File: src/rtl/pmq_pkg.sv
// Package for the pose to position/quaternion block.
// Holds request/result structs, fixed-point constants and the square-root/divide state enum.
// No dependencies.
package pmq_pkg;

    localparam int QONE = 16384;
    localparam int VEC_W = 19;     // signed width of one unnormalized vector component
    localparam int SS_W = 38;      // width of the sum of squares
    localparam int RAD_W = 64;     // radicand width: sum of squares shifted by 26
    localparam int LEN_W = 32;     // width of the vector length
    localparam int DIV_W = 47;     // dividend width: magnitude shifted by 28, plus rounding
    localparam int QDEPTH = 2;     // entries in the queue between front and back

    localparam logic [1:0] REG_NEG_X = 2'd0;
    localparam logic [1:0] REG_NEG_Z = 2'd1;
    localparam logic [1:0] REG_SWAP = 2'd2;

    typedef struct packed {
        logic signed [15:0] rot_00;
        logic signed [15:0] rot_01;
        logic signed [15:0] rot_02;
        logic signed [15:0] rot_10;
        logic signed [15:0] rot_11;
        logic signed [15:0] rot_12;
        logic signed [15:0] rot_20;
        logic signed [15:0] rot_21;
        logic signed [15:0] rot_22;
        logic signed [31:0] trans_x;
        logic signed [31:0] trans_y;
        logic signed [31:0] trans_z;
    } request_t;

    typedef struct packed {
        logic signed [31:0] pos_x;
        logic signed [31:0] pos_y;
        logic signed [31:0] pos_z;
        logic signed [15:0] quat_x;
        logic signed [15:0] quat_y;
        logic signed [15:0] quat_z_neg;
        logic signed [15:0] quat_w_neg;
    } result_t;

    // Classified request travelling from front to back.
    typedef struct packed {
        logic signed [VEC_W-1:0] vw;
        logic signed [VEC_W-1:0] vx;
        logic signed [VEC_W-1:0] vy;
        logic signed [VEC_W-1:0] vz;
        logic                    ok;
        logic signed [31:0]      pos_x;
        logic signed [31:0]      pos_y;
        logic signed [31:0]      pos_z;
    } work_t;

    typedef enum logic [2:0] {
        ST_IDLE,
        ST_SQUARE,
        ST_SQRT,
        ST_DIV,
        ST_DONE
    } back_state_t;

endpackage

File: src/rtl/pmq_front.sv
// Front part: takes a request, applies the position adjustments and
// forms the unnormalized quaternion vector. Depends on pmq_pkg.
module pmq_front
(
    input  logic              clk,
    input  logic              rst_n,
    input  logic              take,
    input  pmq_pkg::request_t req,
    input  logic              neg_x,
    input  logic              neg_z,
    input  logic              swap_xz,
    output logic              valid,
    output pmq_pkg::work_t    work
);
    import pmq_pkg::*;

    logic   valid_reg;
    work_t  work_reg;
    work_t  work_next;

    function automatic logic signed [31:0] neg_sat(input logic signed [31:0] v);
        logic signed [32:0] r;
        r = -{v[31], v};
        if (r > 33'sd2147483647)
            return 32'sh7fffffff;
        return r[31:0];
    endfunction

    always_comb
    begin
        logic signed [VEC_W-1:0] r00, r01, r02, r10, r11, r12, r20, r21, r22;
        logic signed [VEC_W-1:0] tr, one;
        logic signed [31:0] px, pz;
        r00 = VEC_W'(req.rot_00); r01 = VEC_W'(req.rot_01); r02 = VEC_W'(req.rot_02);
        r10 = VEC_W'(req.rot_10); r11 = VEC_W'(req.rot_11); r12 = VEC_W'(req.rot_12);
        r20 = VEC_W'(req.rot_20); r21 = VEC_W'(req.rot_21); r22 = VEC_W'(req.rot_22);
        one = VEC_W'(QONE);
        tr = r00 + r11 + r22;
        work_next.ok = 1'b1;
        if (tr > 0)
        begin
            work_next.vw = one + tr;
            work_next.vx = r21 - r12;
            work_next.vy = r02 - r20;
            work_next.vz = r10 - r01;
        end
        else if (r00 > r11 && r00 > r22)
        begin
            work_next.vw = r21 - r12;
            work_next.vx = one + r00 - r11 - r22;
            work_next.vy = r01 + r10;
            work_next.vz = r02 + r20;
            work_next.ok = work_next.vx > 0;
        end
        else if (r11 > r22)
        begin
            work_next.vw = r02 - r20;
            work_next.vx = r01 + r10;
            work_next.vy = one + r11 - r00 - r22;
            work_next.vz = r12 + r21;
            work_next.ok = work_next.vy > 0;
        end
        else
        begin
            work_next.vw = r10 - r01;
            work_next.vx = r02 + r20;
            work_next.vy = r12 + r21;
            work_next.vz = one + r22 - r00 - r11;
            work_next.ok = work_next.vz > 0;
        end
        px = neg_x ? neg_sat(req.trans_x) : req.trans_x;
        pz = neg_z ? neg_sat(req.trans_z) : req.trans_z;
        work_next.pos_x = swap_xz ? pz : px;
        work_next.pos_z = swap_xz ? px : pz;
        work_next.pos_y = req.trans_y;
    end

    always_ff @(posedge clk or negedge rst_n)
    begin
        if (!rst_n)
            valid_reg <= 1'b0;
        else
            valid_reg <= take;
    end

    always_ff @(posedge clk)
    begin
        if (take)
            work_reg <= work_next;
    end

    assign valid = valid_reg;
    assign work = work_reg;
endmodule

File: src/rtl/pmq_queue.sv
// Short queue between the front and back parts.
// Depends on pmq_pkg.
module pmq_queue
#(
    parameter int DEPTH = pmq_pkg::QDEPTH
)
(
    input  logic           clk,
    input  logic           rst_n,
    input  logic           push,
    input  pmq_pkg::work_t push_data,
    input  logic           pop,
    output logic           not_empty,
    output logic [$clog2(DEPTH+1)-1:0] count,
    output pmq_pkg::work_t head
);
    import pmq_pkg::*;

    localparam int AW = (DEPTH > 1) ? $clog2(DEPTH) : 1;
    localparam int CW = $clog2(DEPTH+1);

    work_t           mem_reg [DEPTH];
    logic [AW-1:0]   wr_reg, rd_reg;
    logic [CW-1:0]   cnt_reg;

    function automatic logic [AW-1:0] inc(input logic [AW-1:0] p);
        return (p == AW'(DEPTH-1)) ? '0 : p + 1'b1;
    endfunction

    always_ff @(posedge clk or negedge rst_n)
    begin
        if (!rst_n)
        begin
            wr_reg <= '0;
            rd_reg <= '0;
            cnt_reg <= '0;
        end
        else
        begin
            if (push)
                wr_reg <= inc(wr_reg);
            if (pop)
                rd_reg <= inc(rd_reg);
            cnt_reg <= cnt_reg + CW'(push) - CW'(pop);
        end
    end

    always_ff @(posedge clk)
    begin
        if (push)
            mem_reg[wr_reg] <= push_data;
    end

    assign head = mem_reg[rd_reg];
    assign not_empty = cnt_reg != '0;
    assign count = cnt_reg;

`ifndef SYNTHESIS
    a_no_overflow: assert property (@(posedge clk) disable iff (!rst_n)
        (cnt_reg == CW'(DEPTH)) |-> !push || pop)
        else $error("queue overflow");
    a_no_underflow: assert property (@(posedge clk) disable iff (!rst_n)
        pop |-> cnt_reg != '0)
        else $error("queue underflow");
    a_count_step: assert property (@(posedge clk) disable iff (!rst_n)
        (push && !pop) |=> cnt_reg == $past(cnt_reg) + 1'b1)
        else $error("queue count mismatch");
`endif
endmodule

File: src/rtl/pmq_back.sv
// Back part: sum of squares, bit-serial square root and restoring
// divisions that normalize the vector. Depends on pmq_pkg.
module pmq_back
(
    input  logic              clk,
    input  logic              rst_n,
    input  logic              avail,
    input  pmq_pkg::work_t    work,
    output logic              pop,
    output logic              done,
    output pmq_pkg::result_t  result
);
    import pmq_pkg::*;

    back_state_t        state_reg, state_next;
    work_t              w_reg;
    logic [SS_W-1:0]    ss_reg;
    logic [RAD_W-1:0]   rem_reg;
    logic [LEN_W-1:0]   root_reg;
    logic [5:0]         step_reg;
    logic [1:0]         comp_reg;
    logic [DIV_W-1:0]   num_reg;
    logic [DIV_W-1:0]   quo_reg;
    logic [15:0]        q_reg [4];
    result_t            res_reg;
    logic               done_reg;

    // working signals
    logic [VEC_W-1:0]   mag [4];
    logic [2*VEC_W-1:0] sq [4];
    logic [RAD_W-1:0]   rad;
    logic [RAD_W+1:0]   trial;
    logic [LEN_W+1:0]   root_trial;
    logic [DIV_W:0]     num_trial;
    logic [DIV_W-1:0]   den;
    logic [DIV_W-1:0]   qfin;
    logic [15:0]        qsat;
    logic signed [VEC_W-1:0] comp_v;

    always_comb
    begin
        logic signed [VEC_W-1:0] v [4];
        v[0] = w_reg.vw; v[1] = w_reg.vx; v[2] = w_reg.vy; v[3] = w_reg.vz;
        for (int i = 0; i < 4; i++)
        begin
            mag[i] = v[i][VEC_W-1] ? VEC_W'(-v[i]) : VEC_W'(v[i]);
            sq[i] = mag[i] * mag[i];
        end
        comp_v = v[comp_reg];
    end

    // One root bit per step: the radicand is ss * 2^26, bits fed two at a time.
    assign rad = {ss_reg, 26'd0};
    always_comb
    begin
        logic [1:0] pair;
        pair = rad[RAD_W-1-2*step_reg -: 2];
        trial = {rem_reg, pair};
        root_trial = {root_reg, 2'b01};
    end

    // Quotient of (2*mag*2^27 + len) / (2*len), one bit per step.
    assign den = DIV_W'({root_reg, 1'b0});
    always_comb
    begin
        logic [DIV_W-1:0] dividend;
        dividend = ({{(DIV_W-VEC_W){1'b0}}, mag[comp_reg]} << 28)
                   + DIV_W'(root_reg);
        num_trial = {num_reg, dividend[DIV_W-1-step_reg]};
        qfin = {quo_reg[DIV_W-2:0], (num_trial >= {1'b0, den})};
        qsat = (qfin > DIV_W'(QONE)) ? 16'(QONE) : qfin[15:0];
    end

    always_comb
    begin
        state_next = state_reg;
        pop = 1'b0;
        case (state_reg)
            ST_IDLE:
                if (avail)
                begin
                    pop = 1'b1;
                    state_next = ST_SQUARE;
                end
            ST_SQUARE:
                state_next = (w_reg.ok) ? ST_SQRT : ST_DONE;
            ST_SQRT:
                if (step_reg == 6'(RAD_W/2 - 1))
                    state_next = ST_DIV;
            ST_DIV:
                if (step_reg == 6'(DIV_W - 1) && comp_reg == 2'd3)
                    state_next = ST_DONE;
            ST_DONE:
                if (avail)
                begin
                    pop = 1'b1;
                    state_next = ST_SQUARE;
                end
                else
                    state_next = ST_IDLE;
            default:
                state_next = ST_IDLE;
        endcase
    end

    always_ff @(posedge clk or negedge rst_n)
    begin
        if (!rst_n)
        begin
            state_reg <= ST_IDLE;
            done_reg <= 1'b0;
        end
        else
        begin
            state_reg <= state_next;
            done_reg <= (state_reg == ST_DONE);
        end
    end

    always_ff @(posedge clk)
    begin
        if (pop)
            w_reg <= work;
        case (state_reg)
            ST_SQUARE:
            begin
                ss_reg <= SS_W'(sq[0]) + SS_W'(sq[1]) + SS_W'(sq[2]) + SS_W'(sq[3]);
                rem_reg <= '0;
                root_reg <= '0;
                step_reg <= '0;
                comp_reg <= '0;
                for (int i = 0; i < 4; i++)
                    q_reg[i] <= '0;
            end
            ST_SQRT:
            begin
                if (trial >= {root_trial, {(RAD_W-LEN_W){1'b0}}} >> (RAD_W-LEN_W))
                begin
                    rem_reg <= RAD_W'(trial - RAD_W'(root_trial));
                    root_reg <= {root_reg[LEN_W-2:0], 1'b1};
                end
                else
                begin
                    rem_reg <= RAD_W'(trial);
                    root_reg <= {root_reg[LEN_W-2:0], 1'b0};
                end
                if (step_reg == 6'(RAD_W/2 - 1))
                begin
                    step_reg <= '0;
                    num_reg <= '0;
                    quo_reg <= '0;
                end
                else
                    step_reg <= step_reg + 1'b1;
            end
            ST_DIV:
            begin
                if (step_reg == 6'(DIV_W - 1))
                begin
                    q_reg[comp_reg] <= comp_v[VEC_W-1] ? 16'(-qsat) : qsat;
                    step_reg <= '0;
                    num_reg <= '0;
                    quo_reg <= '0;
                    comp_reg <= comp_reg + 1'b1;
                end
                else
                begin
                    if (num_trial >= {1'b0, den})
                        num_reg <= DIV_W'(num_trial - {1'b0, den});
                    else
                        num_reg <= DIV_W'(num_trial);
                    quo_reg <= qfin;
                    step_reg <= step_reg + 1'b1;
                end
            end
            ST_DONE:
            begin
                res_reg.pos_x <= w_reg.pos_x;
                res_reg.pos_y <= w_reg.pos_y;
                res_reg.pos_z <= w_reg.pos_z;
                res_reg.quat_x <= q_reg[1];
                res_reg.quat_y <= q_reg[2];
                res_reg.quat_z_neg <= 16'(-q_reg[3]);
                res_reg.quat_w_neg <= 16'(-q_reg[0]);
            end
            default:
            begin
            end
        endcase
    end

    assign done = done_reg;
    assign result = res_reg;

`ifndef SYNTHESIS
    a_pop_when_ready: assert property (@(posedge clk) disable iff (!rst_n)
        pop |-> (state_reg == ST_IDLE || state_reg == ST_DONE) && avail)
        else $error("pop outside idle or done");
    a_done_follows: assert property (@(posedge clk) disable iff (!rst_n)
        (state_reg == ST_DONE) |=> done_reg)
        else $error("result strobe missing");
    a_degenerate_skip: assert property (@(posedge clk) disable iff (!rst_n)
        (state_reg == ST_SQUARE && !w_reg.ok) |=> state_reg == ST_DONE)
        else $error("degenerate item not skipped");
`endif
endmodule

File: src/rtl/pose_matrix_to_position_quaternion.sv
// Pose to position and unit quaternion (Q2.14) with configurable position
// negation and x/z swap. A request passes the front register, the queue, the pop,
// the square step, the bit-serial root, four restoring divisions and the output
// register before the done strobe; a degenerate request skips root and divisions.
// The back part works on one request at a time and sets the sustained rate; busy rises
// when queue plus front register hold the queue depth. Reset (rst_n, async, active
// low) clears config, queue and control state; the receiver cannot stall.
module pose_matrix_to_position_quaternion
#(
    parameter int QUEUE_DEPTH = pmq_pkg::QDEPTH
)
(
    input  logic              clk,
    input  logic              rst_n,
    input  logic              start,
    output logic              busy,
    input  pmq_pkg::request_t request,
    output logic              done,
    output pmq_pkg::result_t  result,
    input  logic              cfg_we,
    input  logic [1:0]        cfg_index,
    input  logic [0:0]        cfg_data
);
    import pmq_pkg::*;

    localparam int CW = $clog2(QUEUE_DEPTH+1);

    logic neg_x_reg, neg_z_reg, swap_reg;
    logic take;
    logic f_valid;
    work_t f_work;
    logic q_not_empty, q_pop;
    logic [CW-1:0] q_count;
    work_t q_head;

    // Hold configuration; index beyond the list is dropped.
    always_ff @(posedge clk or negedge rst_n)
    begin
        if (!rst_n)
        begin
            neg_x_reg <= 1'b0;
            neg_z_reg <= 1'b0;
            swap_reg <= 1'b0;
        end
        else if (cfg_we)
        begin
            case (cfg_index)
                REG_NEG_X: neg_x_reg <= cfg_data[0];
                REG_NEG_Z: neg_z_reg <= cfg_data[0];
                REG_SWAP:  swap_reg <= cfg_data[0];
                default:
                begin
                end
            endcase
        end
    end

    // Reserve a queue slot for the request still in the front register.
    assign busy = (CW'(q_count) + CW'(f_valid)) >= CW'(QUEUE_DEPTH);
    assign take = start && !busy;

    pmq_front u_front
    (
        .clk(clk), .rst_n(rst_n), .take(take), .req(request),
        .neg_x(neg_x_reg), .neg_z(neg_z_reg), .swap_xz(swap_reg),
        .valid(f_valid), .work(f_work)
    );

    pmq_queue #(.DEPTH(QUEUE_DEPTH)) u_queue
    (
        .clk(clk), .rst_n(rst_n), .push(f_valid), .push_data(f_work),
        .pop(q_pop), .not_empty(q_not_empty), .count(q_count), .head(q_head)
    );

    pmq_back u_back
    (
        .clk(clk), .rst_n(rst_n), .avail(q_not_empty), .work(q_head),
        .pop(q_pop), .done(done), .result(result)
    );

`ifndef SYNTHESIS
    a_take_not_busy: assert property (@(posedge clk) disable iff (!rst_n)
        take |-> !busy)
        else $error("request taken while busy");
    a_front_follows: assert property (@(posedge clk) disable iff (!rst_n)
        take |=> f_valid)
        else $error("front lost a request");
    a_queue_room: assert property (@(posedge clk) disable iff (!rst_n)
        f_valid |-> q_count < CW'(QUEUE_DEPTH) || q_pop)
        else $error("queue has no room for front");
`endif
endmodule

File: config.mk
export PLATFORM = sky130hd
export DESIGN_NAME = pose_matrix_to_position_quaternion
export DESIGN_NICKNAME = d
export VERILOG_FILES = /design/src/rtl/pmq_pkg.sv /design/src/rtl/pmq_front.sv /design/src/rtl/pmq_queue.sv /design/src/rtl/pmq_back.sv /design/src/rtl/pose_matrix_to_position_quaternion.sv
export SDC_FILE = /design/constraint.sdc
export NUM_CORES = 2
export LEC_CHECK = 0
export CORE_ASPECT_RATIO = 0.9
export CORE_UTILIZATION = 35
export CTS_BUF_LIST = sky130_fd_sc_hd__clkbuf_4 sky130_fd_sc_hd__clkbuf_8
export DETAILED_ROUTE_END_ITERATION = 7
export DONT_BUFFER_PORTS = 1
export PLACE_DENSITY = 0.46
export SLEW_MARGIN = 20
export SYNTH_ARGS = -nofsm -noshare
export SYNTH_HDL_FRONTEND = slang
export SYNTH_HIERARCHICAL = 1
export SYNTH_SLANG_ARGS = --single-unit
File: constraint.sdc
create_clock -name clk -period 15.95 [get_ports clk]
set_clock_uncertainty 0.05 [all_clocks]
set_input_delay 4.785 -clock clk [delete_from_list [all_inputs] [get_ports clk]]
set_output_delay 4.785 -clock clk [all_outputs]
set_load 0.02 [all_outputs]
## Yosys cells after proc, flatten, opt, wreduce, memory -nomap -nowiden

Memory sizes are Yosys's and may differ from the RTL's. A register that Yosys moved wholly into a read port is not among the register bits.
Cells that the tools add are included.

| operators by class | value |
|---|---|
| add/subtract/negate cells | 41 |
| multipliers | 4 |
| order comparisons | 15 |
| eq/ne operators | 13 |
| shift operators | 1 |
| mux-type cells | 62 |
| bitwise gates (word level) | 1 |
| reductions and logical operators | 19 |

Operators by type and width:

| cell | count |
|---|---|
| two-way mux 32 bit | 8 |
| two-way mux 77 bit | 2 |
| multiplier 19 x 19 -> 38 bit | 4 |
| two-way mux 19 bit | 8 |
| two-way mux 47 bit | 3 |
| case mux 64 bit (2 select lines) | 1 |
| adder 38 bit | 3 |
| case mux 47 bit (2 select lines) | 1 |
| case mux 46 bit (2 select lines) | 1 |
| binary-select mux 19 bit (select 2 bit) | 2 |
| > comparator 19 x 1 -> 1 bit, second input constant | 4 |
| two-way mux 76 bit | 1 |
| negation 19 bit | 4 |
| adder 16 x 16 -> 17 bit | 4 |
| greater-or-equal comparator 66 x 34 -> 1 bit | 1 |
| > comparator 33 x 32 -> 1 bit, second input constant | 2 |
| negation 33 bit | 2 |
| variable part select 65 x 33 -> 2 bit | 1 |
| two-way mux 64 bit | 1 |
| case mux 32 bit (2 select lines) | 1 |
| subtractor 64 x 34 -> 64 bit | 1 |
| subtractor 19 x 16 -> 19 bit | 3 |
| subtractor 17 x 16 -> 18 bit | 3 |
| adder 16 x 16 -> 17 bit, first input constant | 3 |
| other kinds (49) | 92 |

| storage, ports and cells | value |
|---|---|
| bits in registers | 548 |
| memory bits (writable) | 410 |
| output and inout bits | 162 |
| logic and storage cells | 187 |
| memories | 2 |

Memories:

| name | depth | bits a word | read ports | clocked after Yosys merged registers in | wr ports | RTL line | source |
|---|---|---|---|---|---|---|---|
| u_queue.mem_reg | 2 | 173 | 1 | 1 | 1 | pmq_queue.sv:22 | `work_t mem_reg [DEPTH];` |
| u_back.q_reg | 4 | 16 | 4 | 2 | 4 | pmq_back.sv:24 | `logic [15:0] q_reg [4];` |

## Longest topological paths before layout

| logic depth | value |
|---|---|
| depth in word-level cells | 14 |
| mapped depth | 47 |

## Cells and area by module

The synthesis kept the hierarchy.

Modules (own cells, without submodules):

| module | times used | cells each | area each (um^2) | seq. area each (um^2) |
|---|---|---|---|---|
| pmq_back | 1 | 6688 | 71094.4 | 19078.3 |
| pmq_front | 1 | 2586 | 22690.5 | 5220.0 |
| pmq_queue | 1 | 552 | 12738.5 | 10490.1 |
| pose_matrix_to_position_quaternion | 1 | 13 | 163.9 | 75.1 |

## Least setup slack after synthesis

Ideal clock, no wire load.

| timing | value |
|---|---|
| path type | reg2reg |
| start point | register, netlist name u_back/w_reg[135] |
| end point | register u_back.ss_reg[37] (data pin) |
| library setup time | 266 ps |
| arrival time | 10733 ps |
| data required time | 15634 ps |
| setup slack | 4901 ps |
| cell stages (with the launch flop) | 43 |
| buffers on the path | 4 |
| period minus slack after synthesis | 11049 ps |
| cell sequence | edfxtp_1 -> buf_2 -> inv_1 -> clkbuf_1 -> ha_1 -> or3b_1 -> clkbuf_1 -> or3_1 -> o21ai_0 -> xor2_1 -> inv_1 -> clkbuf_1 -> nand2_1 -> fa_1 -> inv_1 -> fa_1 -> inv_1 -> fa_1 -> (+7 left out) -> fa_1 -> inv_1 -> fa_1 -> inv_1 -> fa_1 -> ha_1 -> o21ai_0 -> or3_1 -> o21ai_0 -> nand4_1 -> a311oi_1 -> o21a_1 -> o21ai_0 -> a21oi_1 -> nand4_1 -> nand3_1 -> o41ai_1 -> xnor2_1 |

| between the ends | value |
|---|---|
| longest elaborated chain between the ends | 6 |

RTL lines:

| element | RTL line | source |
|---|---|---|
| negation 19 bit | pmq_back.sv:46 | `mag[i] = v[i][VEC_W-1] ? VEC_W'(-v[i]) : VEC_W'(v[i]);` |
| two-way mux 19 bit (*) | pmq_back.sv:46 |  |
| multiplier 19 x 19 -> 38 bit (*) | pmq_back.sv:47 | `sq[i] = mag[i] * mag[i];` |
| adder 38 bit (*) (3 in a row) | pmq_back.sv:127 | `ss_reg <= SS_W'(sq[0]) + SS_W'(sq[1]) + SS_W'(sq[2]) + SS_W'(sq[3]);` |
| end signal: assignment | pmq_back.sv:127 |  |
| end: declaration | pmq_back.sv:17 | `logic [SS_W-1:0] ss_reg;` |

Every way passes the cells marked *; elsewhere a longest branch is shown, timed or not.
A chain may end at the register's enable or synchronous reset.

## Worst setup path in the final report

| timing | value |
|---|---|
| start point | register, netlist name u_back/w_reg[135] |
| end point | register u_back.ss_reg[37] (data pin) |

| between the ends | value |
|---|---|
| longest elaborated chain between the ends | 6 |

RTL lines:

| element | RTL line |
|---|---|
| negation 19 bit | pmq_back.sv:46 |
| two-way mux 19 bit (*) | pmq_back.sv:46 |
| multiplier 19 x 19 -> 38 bit (*) | pmq_back.sv:47 |
| adder 38 bit (*) (3 in a row) | pmq_back.sv:127 |

Marks and branches as above.

==> summary.md <==
| Metric | Value |
|---|---|
| FMAX | 75.72 MHz |
| Largest stage delay, worst path | 0.90 ns |
| Number of placed I/O pins | 409 |
| Leading cell types by total area after synthesis | sky130_fd_sc_hd__edfxtp_1, sky130_fd_sc_hd__fa_1, sky130_fd_sc_hd__ha_1 |
| Max Transition Viols Final | 0 |
| Sort of element at the start of the critical path | flop |
| Top-count cell post-synth | sky130_fd_sc_hd__inv_1 |
| Largest net degree at the start of global routing | 119 |
| Residual antenna-violating net count after detailed routing | 0 |
| Core Area | 0.3021 mm² |
| Number of buffers inserted during clock tree synthesis | 207 |
| Reg2reg path depth | 39 |
| Clock network latency to the later pin of the worst-skew pair | 1.02 ns |
| Share of the clock period used by the worst path | 0.8281 |
| Top cell type by total area after synthesis | sky130_fd_sc_hd__edfxtp_1 |
| Arrival time of the worst setup path | 13.80 ns |
| Antenna violations before repair | 5 |
| Post-CTS setup buffer count | 0 |
| Origin of the critical flop-to-flop path | u_back/w_reg[135] |
| Share of flip-flops with an asynchronous set or reset | 0.01032 |
| # resized after CTS | 0 |
| Number of enable-type register cells in the synthesized netlist | 1,151 |
| Placed wire-length estimate after detailed placement | 267,000 µm |
| Synth unique cells | 116 |
| Remaining design rule violation count | 0 |
| Setup repair after global routing missed its margin | no |
| Area after DPL | 0.1118 mm² |
| Global-route wire length before repair | 488,400 µm |
| Area fraction of the dominant cell type after synthesis | 0.3240 |
| Via total after detailed routing | 70,880 |
| Clock sink total | 1,163 |
| Total die area | 0.3070 mm² |
| Sequential-to-total area share from yosys stat | 0.3268 |
| Util after Layout | 0.3836 |
| Dominant synthesized flop cell | sky130_fd_sc_hd__edfxtp_1 |
| Per-cell via count in the routed design | 5.015 |
| Type of the worst setup path | reg -> reg |
| Slew at the pin with the worst max-slew slack | 1.218 ns |
| Type of element capturing the critical path | flop |
| Clock tree from TritonCTS | done |
| Startpoint of the lowest-slack hold path | u_front/work[38] |
| Cell count after synthesis | 9,839 |
| Total grt overflow | 0 |
| Mean Syn Cell Area | 10.84 µm² |
| Cell repeated most along the worst path | sky130_fd_sc_hd__fa_1 |
| YS warnings | 6 |
| Status | finished, final reports clean |
| Final net count | 12,280 |
| Max reg flops | 346 |
| Root buffer cell | sky130_fd_sc_hd__clkbuf_8 |
| Clock buffer depth | 4 |
| Number of flip-flops and latches in the synthesized netlist | 1,163 |
| Cells after DPL | 13,770 |
| CTS HTree Levels | 4 |
| Final hold vios | 0 |
| Endpoint of the worst-slack reg-to-reg timing path | u_back/ss_reg[37] |
| Total number of placement rows | 191 |
| Area of all placed cells without fillers | 0.1159 mm² |
| Chip Height | 525.8 µm |
| Fillers | 29,850 |
| Number of buffers inserted for hold repair after clock tree synthesis | 0 |
| Iteration-0 DRC count of the detailed router | 4,948 |
| Width of the die | 584.0 µm |
| End point of the most critical hold path | u_queue/mem_reg[0][38] |
| Worst hold path stage count | 0 |
| Min Tclk post-route | 13.21 ns |
| Count of buffers from port buffering | 0 |
| Slowest cell on the critical path | sky130_fd_sc_hd__xor2_1 |
| Starting density of the core | 0.3532 |
| Number of violations of the max-capacitance limit | 0 |
| Setup Viol. Count Final | 0 |
| Top cells by instance count after synthesis | sky130_fd_sc_hd__inv_1, sky130_fd_sc_hd__fa_1, sky130_fd_sc_hd__edfxtp_1, sky130_fd_sc_hd__ha_1, sky130_fd_sc_hd__nor2_1 |
| Remaining max-slew budget at the tightest pin | 0.1775 |
| Via count of the first global-routing pass | 75,030 |
| Register-to-register path setup slack | 2.74 ns |
| Layout overhead on the synthesized area | 8.609% |
| WL/cell | 23.16 µm |
| Path type of the worst min-delay path | reg -> reg |
| Critical path peak fanout | 17 |
| Routability congestion estimate from global placement | 0.9375 |
| Clock transition at the register clock pins on the worst setup and hold paths after CTS | 0.07 ns |
| Share of final-layout standard cells stronger than drive strength 1 | 0.08603 |
| Aggregate negative setup slack | 0 ns |
| Combined area of all synthesized cells | 0.1067 mm² |
| DR pass1 iterations | 7 |
| Total routing usage reported by global routing | 0.2139 |
| Post-layout instance count excluding filler cells | 14,130 |
| CP required | 16.54 ns |
| Wirelength, routed | 327,400 µm |
[worst max-delay path, delay by kind of cell (launching register included)]
family	cells	cell delay, ns
AOI/OAI and AO/OA	9	2.38
xor gates and xnor gates	2	1.01
adders and majority gates	12	5.89
buffers and inverters	9	1.51
DFF	1	0.39
and+or+nand+nor	7	1.66
[cell usage in the layout (no fill, tap or decap), types with 74 or more instances in the layout]
| master | Yosys | final |
|---|---|---|
| sky130_fd_sc_hd__or3_1 | 87 | 87 |
| sky130_fd_sc_hd__mux2_2 | 242 | 242 |
| sky130_fd_sc_hd__ha_1 | 811 | 811 |
| sky130_fd_sc_hd__clkbuf_8 | 0 | 208 |
| sky130_fd_sc_hd__nand3_1 | 106 | 105 |
| sky130_fd_sc_hd__nor3_1 | 150 | 150 |
| sky130_fd_sc_hd__inv_1 | 1970 | 1969 |
| sky130_fd_sc_hd__and2_1 | 77 | 74 |
| sky130_fd_sc_hd__nor2_1 | 758 | 754 |
| sky130_fd_sc_hd__o21ai_0 | 218 | 216 |
| sky130_fd_sc_hd__edfxtp_1 | 1151 | 1151 |
| sky130_fd_sc_hd__nand2_1 | 633 | 631 |
| sky130_fd_sc_hd__a21o_1 | 86 | 86 |
| sky130_fd_sc_hd__a21oi_1 | 320 | 319 |
| sky130_fd_sc_hd__xor2_1 | 137 | 135 |
| sky130_fd_sc_hd__mux2i_1 | 141 | 141 |
| sky130_fd_sc_hd__fa_1 | 1293 | 1293 |
| sky130_fd_sc_hd__xnor2_1 | 249 | 245 |
| sky130_fd_sc_hd__buf_4 | 7 | 143 |
[how the worst max path moves through the flow]
stage	start	end	slack, ns
floorplan	u_back/w_reg[135]	u_back/ss_reg[37]	4.90
global placement	u_back/w_reg[135]	u_back/ss_reg[37]	3.16
detailed placement	u_back/w_reg[135]	u_back/ss_reg[37]	3.02
CTS	u_back/w_reg[135]	u_back/ss_reg[37]	2.98
global route	u_back/w_reg[135]	u_back/ss_reg[37]	2.40
finish	u_back/w_reg[135]	u_back/ss_reg[37]	2.74
[metrics by stage]
step | hold WS, ns | setup WS, ns
3_5_place_dp | 0.3545 | 3.024
4_1_cts | 0.3167 | 2.977
5_1_grt | 0.3444 | 2.396
3_3_place_gp | 0.3514 | 3.165
2_1_floorplan | 0.3503 | 4.901
6_report | 0.3084 | 2.743
[layer usage]
metal | vias up | global-route usage | part of all wire
met4 | 6 | 0.06250 | 0.032
li1 | 32520 | - | -
met5 | - | 0 | 0.00014
met2 | 1929 | 0.3488 | 0.47
met1 | 36070 | 0.2906 | 0.45
met3 | 365 | 0.03720 | 0.058
[area by class of cell]
cell class,instances,area (µm²),area share
Antenna cell,3,7.507,0.00006479
Clock buffer,262,3268,0.02820
Clock inverter,95,797.0,0.006878
Inverter,1993,7481,0.06456
Multi-Input combinational cell,6421,63280,0.5462
Sequential cell,1163,34870,0.3009
Tap cell,4053,5071,0.04376
Timing Repair Buffer,144,1094,0.009438
[logic make-up after synthesis]
group / after synthesis / share of synthesized area
XOR/XNOR: 392 / 0.03267
multiplexers: 420 / 0.04616
adder cells (fa/ha/maj): 2104 / 0.3377
other: 2 / 0.00007039
buffers and inverters: 2309 / 0.08330
flip-flops: 1163 / 0.3268
AO/OA/AOI/OAI: 1160 / 0.07154
AND/OR/NAND/NOR: 2289 / 0.1017
Power is not shown: default switching activity piles up to over one toggle a cycle in this logic, so the estimate is an artifact.
